[config.mk]
export PLATFORM = sky130hd
export DESIGN_NAME = tmmac_ctrl
export DESIGN_NICKNAME = d
export VERILOG_FILES = /design/src/rtl/tmmac_pkg.sv /design/src/rtl/tmmac_ctrl.sv
export SDC_FILE = /design/constraint.sdc
export NUM_CORES = 1
export LEC_CHECK = 0
export CAP_MARGIN = 20
export CORE_UTILIZATION = 30
export DETAILED_ROUTE_END_ITERATION = 7
export DONT_BUFFER_PORTS = 1
export PLACE_DENSITY = 0.42
export SYNTH_ARGS = -nofsm -noshare
export SYNTH_HDL_FRONTEND = slang
export SYNTH_SLANG_ARGS = --single-unit
[constraint.sdc]
create_clock -name clk_i -period 2 [get_ports clk_i]
set_clock_uncertainty 0.2 [all_clocks]
set_input_delay 0.1 -clock clk_i [delete_from_list [all_inputs] [get_ports clk_i]]
set_output_delay 0.1 -clock clk_i [all_outputs]
set_load 0.02 [all_outputs]
[src/rtl/tmmac_pkg.sv]
// Shared types and constants for the tile multiply-accumulate unit.
`timescale 1ns / 1ps

package tmmac_pkg;

  localparam int TILE_DEF    = 8;   // default tile edge
  localparam int IDX_W       = 3;   // row/column field width
  localparam int DATA_W      = 32;  // Q16.16 element width
  localparam int FRAC_W      = 16;  // fractional bits
  localparam int REQ_W       = 3;   // request kind width
  localparam int IN_TDATA_W  = 40;  // row, col, value padded to bytes
  localparam int OUT_TDATA_W = 40;  // out_row, out_col, out_value padded to bytes

  typedef enum logic [REQ_W-1:0] {
    REQ_WR_A    = 3'd0,
    REQ_WR_B    = 3'd1,
    REQ_WR_D    = 3'd2,
    REQ_CLR_D   = 3'd3,
    REQ_COMPUTE = 3'd4
  } req_e;

  typedef enum logic [2:0] {
    ST_IDLE,
    ST_MAC,
    ST_DRAIN0,
    ST_DRAIN1,
    ST_WRITE
  } state_e;

  // Controller to datapath
  typedef struct packed {
    logic             in_ready;
    logic             issue;     // present A/B/D read addresses for one k step
    logic             first;     // k step zero of an element
    logic [IDX_W-1:0] i;
    logic [IDX_W-1:0] j;
    logic [IDX_W-1:0] k;
    logic             load_out;  // capture the finished element
    logic             last;
  } dp_cmd_t;

  // Datapath to controller
  typedef struct packed {
    logic out_free;
  } dp_sts_t;

endpackage

[src/rtl/tmmac_ctrl.sv]
// Sequencer for the element-by-element multiply-accumulate walk.
`timescale 1ns / 1ps

module tmmac_ctrl #(
  parameter int TILE = tmmac_pkg::TILE_DEF
) (
  input  logic                           clk_i,
  input  logic                           rst_ni,
  input  logic                           in_valid_i,
  input  logic [tmmac_pkg::REQ_W-1:0]    in_req_i,
  input  tmmac_pkg::dp_sts_t             sts_i,
  output tmmac_pkg::dp_cmd_t             cmd_o
);

  localparam logic [tmmac_pkg::IDX_W-1:0] LastIdx = tmmac_pkg::IDX_W'(TILE - 1);

  tmmac_pkg::state_e state_q, state_d;
  logic [tmmac_pkg::IDX_W-1:0] i_q, i_d, j_q, j_d, k_q, k_d;

  always_ff @(posedge clk_i or negedge rst_ni) begin
    if (!rst_ni) begin
      state_q <= tmmac_pkg::ST_IDLE;
      i_q     <= '0;
      j_q     <= '0;
      k_q     <= '0;
    end else begin
      state_q <= state_d;
      i_q     <= i_d;
      j_q     <= j_d;
      k_q     <= k_d;
    end
  end

  always_comb begin
    state_d        = state_q;
    i_d            = i_q;
    j_d            = j_q;
    k_d            = k_q;
    cmd_o          = '0;
    cmd_o.i        = i_q;
    cmd_o.j        = j_q;
    cmd_o.k        = k_q;
    cmd_o.first    = (k_q == '0);
    cmd_o.last     = (i_q == LastIdx) && (j_q == LastIdx);
    case (state_q)
      tmmac_pkg::ST_IDLE: begin
        cmd_o.in_ready = 1'b1;
        if (in_valid_i && (in_req_i == tmmac_pkg::REQ_COMPUTE)) begin
          i_d     = '0;
          j_d     = '0;
          k_d     = '0;
          state_d = tmmac_pkg::ST_MAC;
        end
      end
      tmmac_pkg::ST_MAC: begin
        cmd_o.issue = 1'b1;
        if (k_q == LastIdx) begin
          k_d     = '0;
          state_d = tmmac_pkg::ST_DRAIN0;
        end else begin
          k_d = k_q + 1'b1;
        end
      end
      tmmac_pkg::ST_DRAIN0: state_d = tmmac_pkg::ST_DRAIN1;
      tmmac_pkg::ST_DRAIN1: state_d = tmmac_pkg::ST_WRITE;
      tmmac_pkg::ST_WRITE: begin
        if (sts_i.out_free) begin
          cmd_o.load_out = 1'b1;
          if (cmd_o.last) begin
            state_d = tmmac_pkg::ST_IDLE;
          end else begin
            state_d = tmmac_pkg::ST_MAC;
            if (j_q == LastIdx) begin
              j_d = '0;
              i_d = i_q + 1'b1;
            end else begin
              j_d = j_q + 1'b1;
            end
          end
        end
      end
      default: state_d = tmmac_pkg::ST_IDLE;
    endcase
  end

endmodule

* Word level (Yosys, flattened, before mapping)
Cells that the tools add are included.
Operators by class: $add $sub $neg 3, eq/ne operators 13, mux-type cells 20, reduce and logical (&&, ||, !) cells 10
Operators with widths (count):
- $mux W3 | 11
- $pmux W3 S2 | 3
- $eq A3 B3 Y1 const B | 5
- $pmux W3 S5 | 1
- $ne A2 B2 Y1 const B | 5
- $add A3 B1 Y3 const B | 3
- $eq A3 B2 Y1 const B | 2
- $logic_not A3 Y1 | 2
- $mux W1 | 5
- $reduce_and A5 Y1 | 1
- $reduce_and A4 Y1 | 1
- $reduce_bool A2 Y1 | 2
- $eq A3 B1 Y1 const B | 1
- $reduce_and A3 Y1 | 1
- $logic_and A1 B1 Y1 | 2
- $reduce_and A2 Y1 | 1
Word-level totals: register bits after elaboration 12, bits of input ports 7, output and inout port bits 14, word-level logic and storage cells 50

* Logic depth before layout (Yosys ltp)
Gate-level depths: netlist of run 1.
depth after elaboration 5, gate-level depth with buffers 6, mapped depth without buffers 6

* Least setup slack after synthesis of run 1
OpenSTA, ideal clock, no wires.
path type register -> register, from register state_q[2], to register i_q[1] (netlist bit), library setup time 122 ps, data arrival time 1658 ps, required time 1678 ps, setup slack 21 ps, cell stages (with the launch flop) 6, buffers on the path 1, period minus slack after synthesis 1979 ps, cells stage by stage dfrtp_1 -> buf_6 -> nor3_1 -> a32oi_2 -> a21o_1 -> a32o_1
Between the ends: longest elaborated chain between the ends 3, elaborated cells between the ends (all ways) 9, classes of those cells eq/ne: 5; mux: 1; reduce/logical: 3
RTL lines:
- start: declaration | line tmmac_ctrl.sv:17 | tmmac_pkg::state_e state_q, state_d;
- start signal: assignment | line tmmac_ctrl.sv:22 | state_q <= tmmac_pkg::ST_IDLE;
- start signal: assignment | line tmmac_ctrl.sv:27 | state_q <= state_d;
- $eq A3 B3 Y1 / $logic_not A3 Y1 (equally long branches) | line tmmac_ctrl.sv:45 | case (state_q)
- $ne A2 B2 Y1 (no line) / $reduce_bool A2 Y1 (equally long branches)
- $reduce_and A5 Y1 (no line)
- end signal: assignment | line tmmac_ctrl.sv:28 | i_q <= i_d;
- end: declaration | line tmmac_ctrl.sv:18 | logic [tmmac_pkg::IDX_W-1:0] i_q, i_d, j_q, j_d, k_q, k_d;
Parallel ways exist; a longest one is shown, timed or not. A chain may end at the register's enable or synchronous reset.

* Final worst setup path of run 1
from register j_q[0] (netlist bit), to register i_q[1] (netlist bit)
Between the ends: longest elaborated chain between the ends 4, elaborated cells between the ends (all ways) 5, classes of those cells eq/ne: 3; reduce/logical: 2
RTL lines:
- start: declaration | line tmmac_ctrl.sv:18
- start signal: assignment | line tmmac_ctrl.sv:29 | j_q <= j_d;
- $eq A3 B3 Y1 * | line tmmac_ctrl.sv:44, tmmac_ctrl.sv:73
- $logic_and A1 B1 Y1 | line tmmac_ctrl.sv:44 | cmd_o.last = (i_q == LastIdx) && (j_q == LastIdx);
- $ne A2 B2 Y1 (no line)
- $reduce_and A5 Y1 (no line) *
Every way passes the cells marked *; elsewhere a longest branch is shown, timed or not.

==> reports/metrics.cfg, run 1 <==
[setup_path]
r2r-end = i_q[1]
start_kind = flop
endpoint_kind = flop
cp.required_ps = 1960
r2r-start = j_q[0]
reg2reg_slack_ps = 220
worst_r2r_path_depth = 7
crit_start = j_q[0]
cp_max_fo = 5
crit_type = reg2reg
arrival_ps = 1740

[synth]
synth_fp_nets = 84
synth_edf_count = 0
yosysMostFrequentCell = dfrtp_1
synth_common_cells = dfrtp_1, ha_1, inv_1, nand2_1, nor2_1
synth.cell_area_um2 = 736
async_reset_ff_share_pct = 100
synth_area_leaders = dfrtp_1, ha_1, a32o_1
post_synth_num_cell_types = 30
syn_avg_cell_area_um2 = 10.5
ys.warnings.count = 0
ys_seq_area_share_pct = 40.8
synth_area_leader_cell = dfrtp_1
netlist.area_leader.share_pct = 40.8
synth-main-ff-cell = dfrtp_1
synth_seq_cells = 12
netlist_instances = 70

[min_path]
hold_end = j_q[1]
min_delay_path_depth = 4
min_from = sts_i
hold_class = in2reg

[clock_network]
cts_buffer_depth = 2
cts.htree.levels = 1
numCtsBuffers = 3
clockRootBuffer = clkbuf_4
clkTransAtPathRegs_ps = 70
clk_latency_ps = 270
cts.sinks = 12
cts_tree = built

[sta]
max_freq_ghz = 0.561
fin_crit_sh_pct = 89.2
drv_slew = 0
fin_setup_tns_ps = 0
finalSetupViolCount = 0
fin_crit_ps = 1780
rsz0062_at_grt = no
slew_headroom_pct = 63.3
finalHoldViolations = 0
worst_pin_slew_ps = 548

[place]
gp_congestion = 0.685
port_buffers = 0
placed_area_um2 = 823
dp_hpwl_mm = 1.19

[pwr]
leakage_nw = 0.442
vdd_drop_max_mv = 0.554
powerDensity_nw_per_um2 = 1180

[layout]
n_antenna_cell = 0
area_delta_synth_final_pct = 19.6
final_cell_area_um2 = 880
final_nets = 99
final_core_util_pct = 39.0
drive_above_1_share_pct = 23.8

[route]
via_count = 564
ant_nets = 0
first_pass_iters = 4
routedWlPerCell_um = 13.7
drc = 0
wirelength_mm = 1.53
vias_per_cell = 5.04
drt-initial-drc-count = 8

[global_routing]
globalRouteMet3Util_pct = 6.73
grt_max_degree = 13
grt_pass1_wl_mm = 2.49
grt_overflow_total = 0
gr-usage-met1_pct = 16.0
grt_util_met2_pct = 21.2
grt_busiest_layer = met2
antenna_found_initial = 0
grtUsageTotal_pct = 13.3
grt_pass1_vias = 568

[outcome]
status = finished clean

[floorplan]
num_rows = 17
ioPinCount = 21
die-width_um = 51.5
dieArea_um2 = 2650
coreArea_um2 = 2250
initial_core_util_pct = 32.6
fp.dieH_um = 51.5

[run]
cap_viol_max_count = 0

[critical path, stage by stage, from the launching register on]
cell     delay [ps]
dfrtp_1         360
ha_1            150
ha_1            160
nand2_1         110
a32oi_2         240
buf_4           160
nor2_1           50
a32o_1          250
[how the worst max path moves through the flow]
| stage | end |
|---|---|
| 2_1_floorplan | i_q[1] |
| 3_3_place_gp | i_q[1] |
| 3_5_place_dp | i_q[1] |
| 4_1_cts | i_q[1] |
| 5_1_grt | i_q[2] |
| 6_report | i_q[1] |
[placed cells by master (no fill, tap or decap)]
master	netlist	final
nand2_1	6	6
o21ai_0	2	2
a22o_1	2	2
nor4_1	1	1
and4bb_2	1	1
nor3_1	2	2
a32o_1	3	3
clkbuf_4	0	3
dfrtp_1	12	12
and2_1	2	2
nand3_1	1	1
o32ai_1	1	1
buf_4	1	11
and3_1	1	1
o2bb2ai_1	1	1
a32oi_2	1	1
mux2i_1	2	2
a21oi_1	2	2
dlygate4sd3_1	0	2
a21o_1	1	1
nand2b_1	1	1
o21a_1	1	1
mux2_2	1	1
nand3b_1	1	1
nor2b_1	1	1
nor2_1	5	5
o22ai_1	1	1
a21o_2	1	1
ha_1	7	7
inv_1	6	6
nor3b_4	1	1
clkbuf_8	0	1
[layer usage]
metal	wire [µm]	share of wire, %
met1	689	45
met2	728	47
met3	102	6.6
met4	13	0.85
met5	0	0
[through the flow]
| stage | hold slack, ps | std cells | setup slack, ps | total power, mW |
|---|---|---|---|---|
| floorplan | -396 | 70 | 20.9 | 0.774 |
| global placement | -395 | 106 | 251 | 0.843 |
| detailed placement | -395 | 106 | 214 | 0.843 |
| CTS | 8.35 | 112 | 197 | 1.05 |
| global route | 49.0 | 112 | 57.1 | 1.11 |
| finish | 35.8 | 112 | 216 | 1.03 |
[cell families after synthesis]
logic type,share of synthesized area (%)
compound gates,17.9
fa+ha+maj,11.9
flops,40.8
buf+inv,7.14
simple gates,18.0
mux,4.25
[area by class of cell]
type,instances,area (µm²)
clock buffers,4,36.3
fillers,238,1380
inverters,6,22.5
multi-input cells,49,383
flip-flops and latches,12,300
well taps,28,35.0
repair buffers,13,103
[registers in the layout, summed over array words and instances, names as in the netlist]
name	cells
i_q	3
j_q	3
k_q	3
state_q	3
[where the power goes]
group | total (mW) | internal, mW | switching (mW)
logic | 0.414 | 0.185 | 0.229
clock network | 0.191 | 0.111 | 0.0800
registers | 0.431 | 0.301 | 0.129
[what timing repair did]
action / CTS / global route
hold buffers: 2 / 0
endpoints found under the hold margin: 14 / 0
setup buffers: 0 / 0
resized for setup: 0 / 0
Note: power is estimated with default switching activity, not from simulation.
==> run 2: changes to the inputs <==
Settings changed: CELL_PAD_IN_SITES_DETAIL_PLACEMENT from default to 1, CELL_PAD_IN_SITES_GLOBAL_PLACEMENT from default to 2, PLACE_DENSITY 0.42 to 0.61.
==> reports/metrics.cfg, run 2 (same netlist as run 1, synthesis figures left out) <==
[setup_path]
crit_slowest_cell = dfrtp_1  ; unchanged
critPathTopFamily = compound AO/OA/AOI/OAI gates  ; unchanged
cp_max_fo = 5  ; unchanged
crit_type = reg2reg  ; unchanged
critPathMaxStageDelay_ps = 350  ; was 360 ps
cp.required_ps = 1960  ; about the same
start_kind = flop  ; unchanged
crit_chain = ha_1, ha_1, nand2_1, a32oi_2, buf_4, nor2_1, a32o_1  ; unchanged
endpoint_kind = flop  ; unchanged
path_buf_inv = 1  ; unchanged
critPathMostFrequentCell = ha_1  ; unchanged
arrival_ps = 1790  ; was 1740 ps

[floorplan]
dieArea_um2 = 2650  ; unchanged
num_rows = 17  ; unchanged
coreArea_um2 = 2250  ; unchanged
initial_core_util_pct = 32.6  ; unchanged
ioPinCount = 21  ; unchanged
fp.dieH_um = 51.5  ; unchanged
die-width_um = 51.5  ; unchanged

[global_routing]
grtUsageTotal_pct = 16.2  ; was 13.3%
grt_pass1_wl_mm = 3.04  ; was 2.49 mm
grt_pass1_vias = 653  ; was 568
grt_overflow_total = 0  ; unchanged
grt_max_degree = 13  ; unchanged
antenna_found_initial = 0  ; unchanged

[clock_network]
clk_latency_ps = 270  ; about the same
clockRootBuffer = clkbuf_4  ; unchanged
cts_setup_buffers = 0  ; unchanged
cts_tree = built  ; unchanged
postCtsResizedCells = 0  ; unchanged
cts.htree.levels = 1  ; unchanged
cts.sinks = 12  ; unchanged
cts_buffer_depth = 2  ; unchanged
numCtsBuffers = 3  ; unchanged
ctsHoldBuffers = 2  ; unchanged
clkTransAtPathRegs_ps = 80  ; was 70 ps

[place]
gp_congestion = 0.706  ; was 0.685
dp_cells = 107  ; was 106
dp_hpwl_mm = 1.32  ; was 1.19 mm
port_buffers = 0  ; unchanged

[route]
via_count = 598  ; was 564
routedWlPerCell_um = 15.3  ; was 13.7 µm
wirelength_mm = 1.73  ; was 1.53 mm
ant_nets = 0  ; unchanged
first_pass_iters = 4  ; unchanged
vias_per_cell = 5.29  ; was 5.04
drc = 0  ; unchanged
drt-initial-drc-count = 9  ; was 8

[layout]
instances_no_fill = 113  ; was 112
area_delta_synth_final_pct = 20.6  ; was 19.6%
final_cell_mix = dfrtp_1, buf_4, ha_1  ; unchanged
n_antenna_cell = 0  ; unchanged
drive_above_1_share_pct = 24.7  ; was 23.8%
final_nets = 100  ; was 99

[pwr]
powerDensity_nw_per_um2 = 1200  ; was 1180 nW/µm²
fin_total_pwr_mw = 1.07  ; was 1.03 mW
leakage_nw = 0.446  ; was 0.442 nW
vdd_drop_max_mv = 0.545  ; was 0.554 mV

[sta]
finalHoldViolations = 0  ; unchanged
finalSetupViolCount = 0  ; unchanged
hold_slack_ps = 36.0  ; was 35.8 ps
rsz0062_at_grt = no  ; unchanged
fin_setup_tns_ps = 0  ; unchanged
fin_crit_ps = 1830  ; was 1780 ps
drv_slew = 0  ; unchanged
slew_headroom_pct = 62.2  ; was 63.3%
max_freq_ghz = 0.548  ; was 0.561 GHz
worst_pin_slew_ps = 564  ; was 548 ps
fin_crit_sh_pct = 91.3  ; was 89.2%

[min_path]
hold_class = in2reg  ; unchanged

[run]
cap_viol_max_count = 0  ; unchanged

[outcome]
status = finished clean  ; unchanged

run 2: where the power goes:
group / total (mW) / switching [mW] / leakage [nW] / internal (mW)
registers: 0.414 / 0.112 / 0.159 / 0.302
logic: 0.457 / 0.257 / 0.266 / 0.200
clock network: 0.194 / 0.0831 / 0.0210 / 0.111
total: 1.07 / 0.453 / 0.446 / 0.613
run 2: final timing paths:
path	from	slack, ps	endpoint	cells after the start
min	sts_i	40	j_q[2]	3
max	j_q[0]	170	i_q[2]	7
max reg2reg	j_q[0]	170	i_q[2]	7
min reg2reg	state_q[2]	350	state_q[1]	1
min in group asynchronous	rst_ni	50	k_q[2]	1
max in group asynchronous	rst_ni	1180	k_q[0]	1
run 2: final cells by class:
class | count | area (µm²)
timing repair buffer | 14 | 110
tap | 28 | 35.0
inverter | 6 | 22.5
fill | 279 | 1370
multi-input combinational | 49 | 383
sequential | 12 | 300
clock buffer | 4 | 36.3
run 2: worst reg2reg max path: cells and delay by family (launching register included):
family	cells	cell delay, ps
AND/OR/NAND/NOR	2	160
adder cells (fa/ha/maj)	2	340
buffers and inverters	1	170
AO/OA/AOI/OAI	2	490
flip-flops	1	350
run 2: per-layer routing:
| layer | GRT usage, % | up-vias | wire length [µm] | share of wire (%) |
|---|---|---|---|---|
| li1 | - | 282 | - | - |
| met2 | 24.2 | 18 | 799 | 46 |
| met1 | 21.4 | 296 | 812 | 47 |
| met3 | 5.85 | 2 | 99 | 5.7 |
| met5 | 0 | - | 0 | 0 |
| met4 | 5.41 | 0 | 17 | 0.98 |
run 2: per-stage QoR:
| stage | utilization [%] | worst slack (ps) | area [µm²] |
|---|---|---|---|
| after global routing | 39.3 | 82.4 | 887 |
| after CTS | 39.3 | 154 | 887 |
| final | 39.3 | 174 | 887 |
| after floorplan | - | 20.9 | 736 |
| after detailed placement | 36.8 | 183 | 831 |
| after global placement | 36.8 | 208 | 831 |
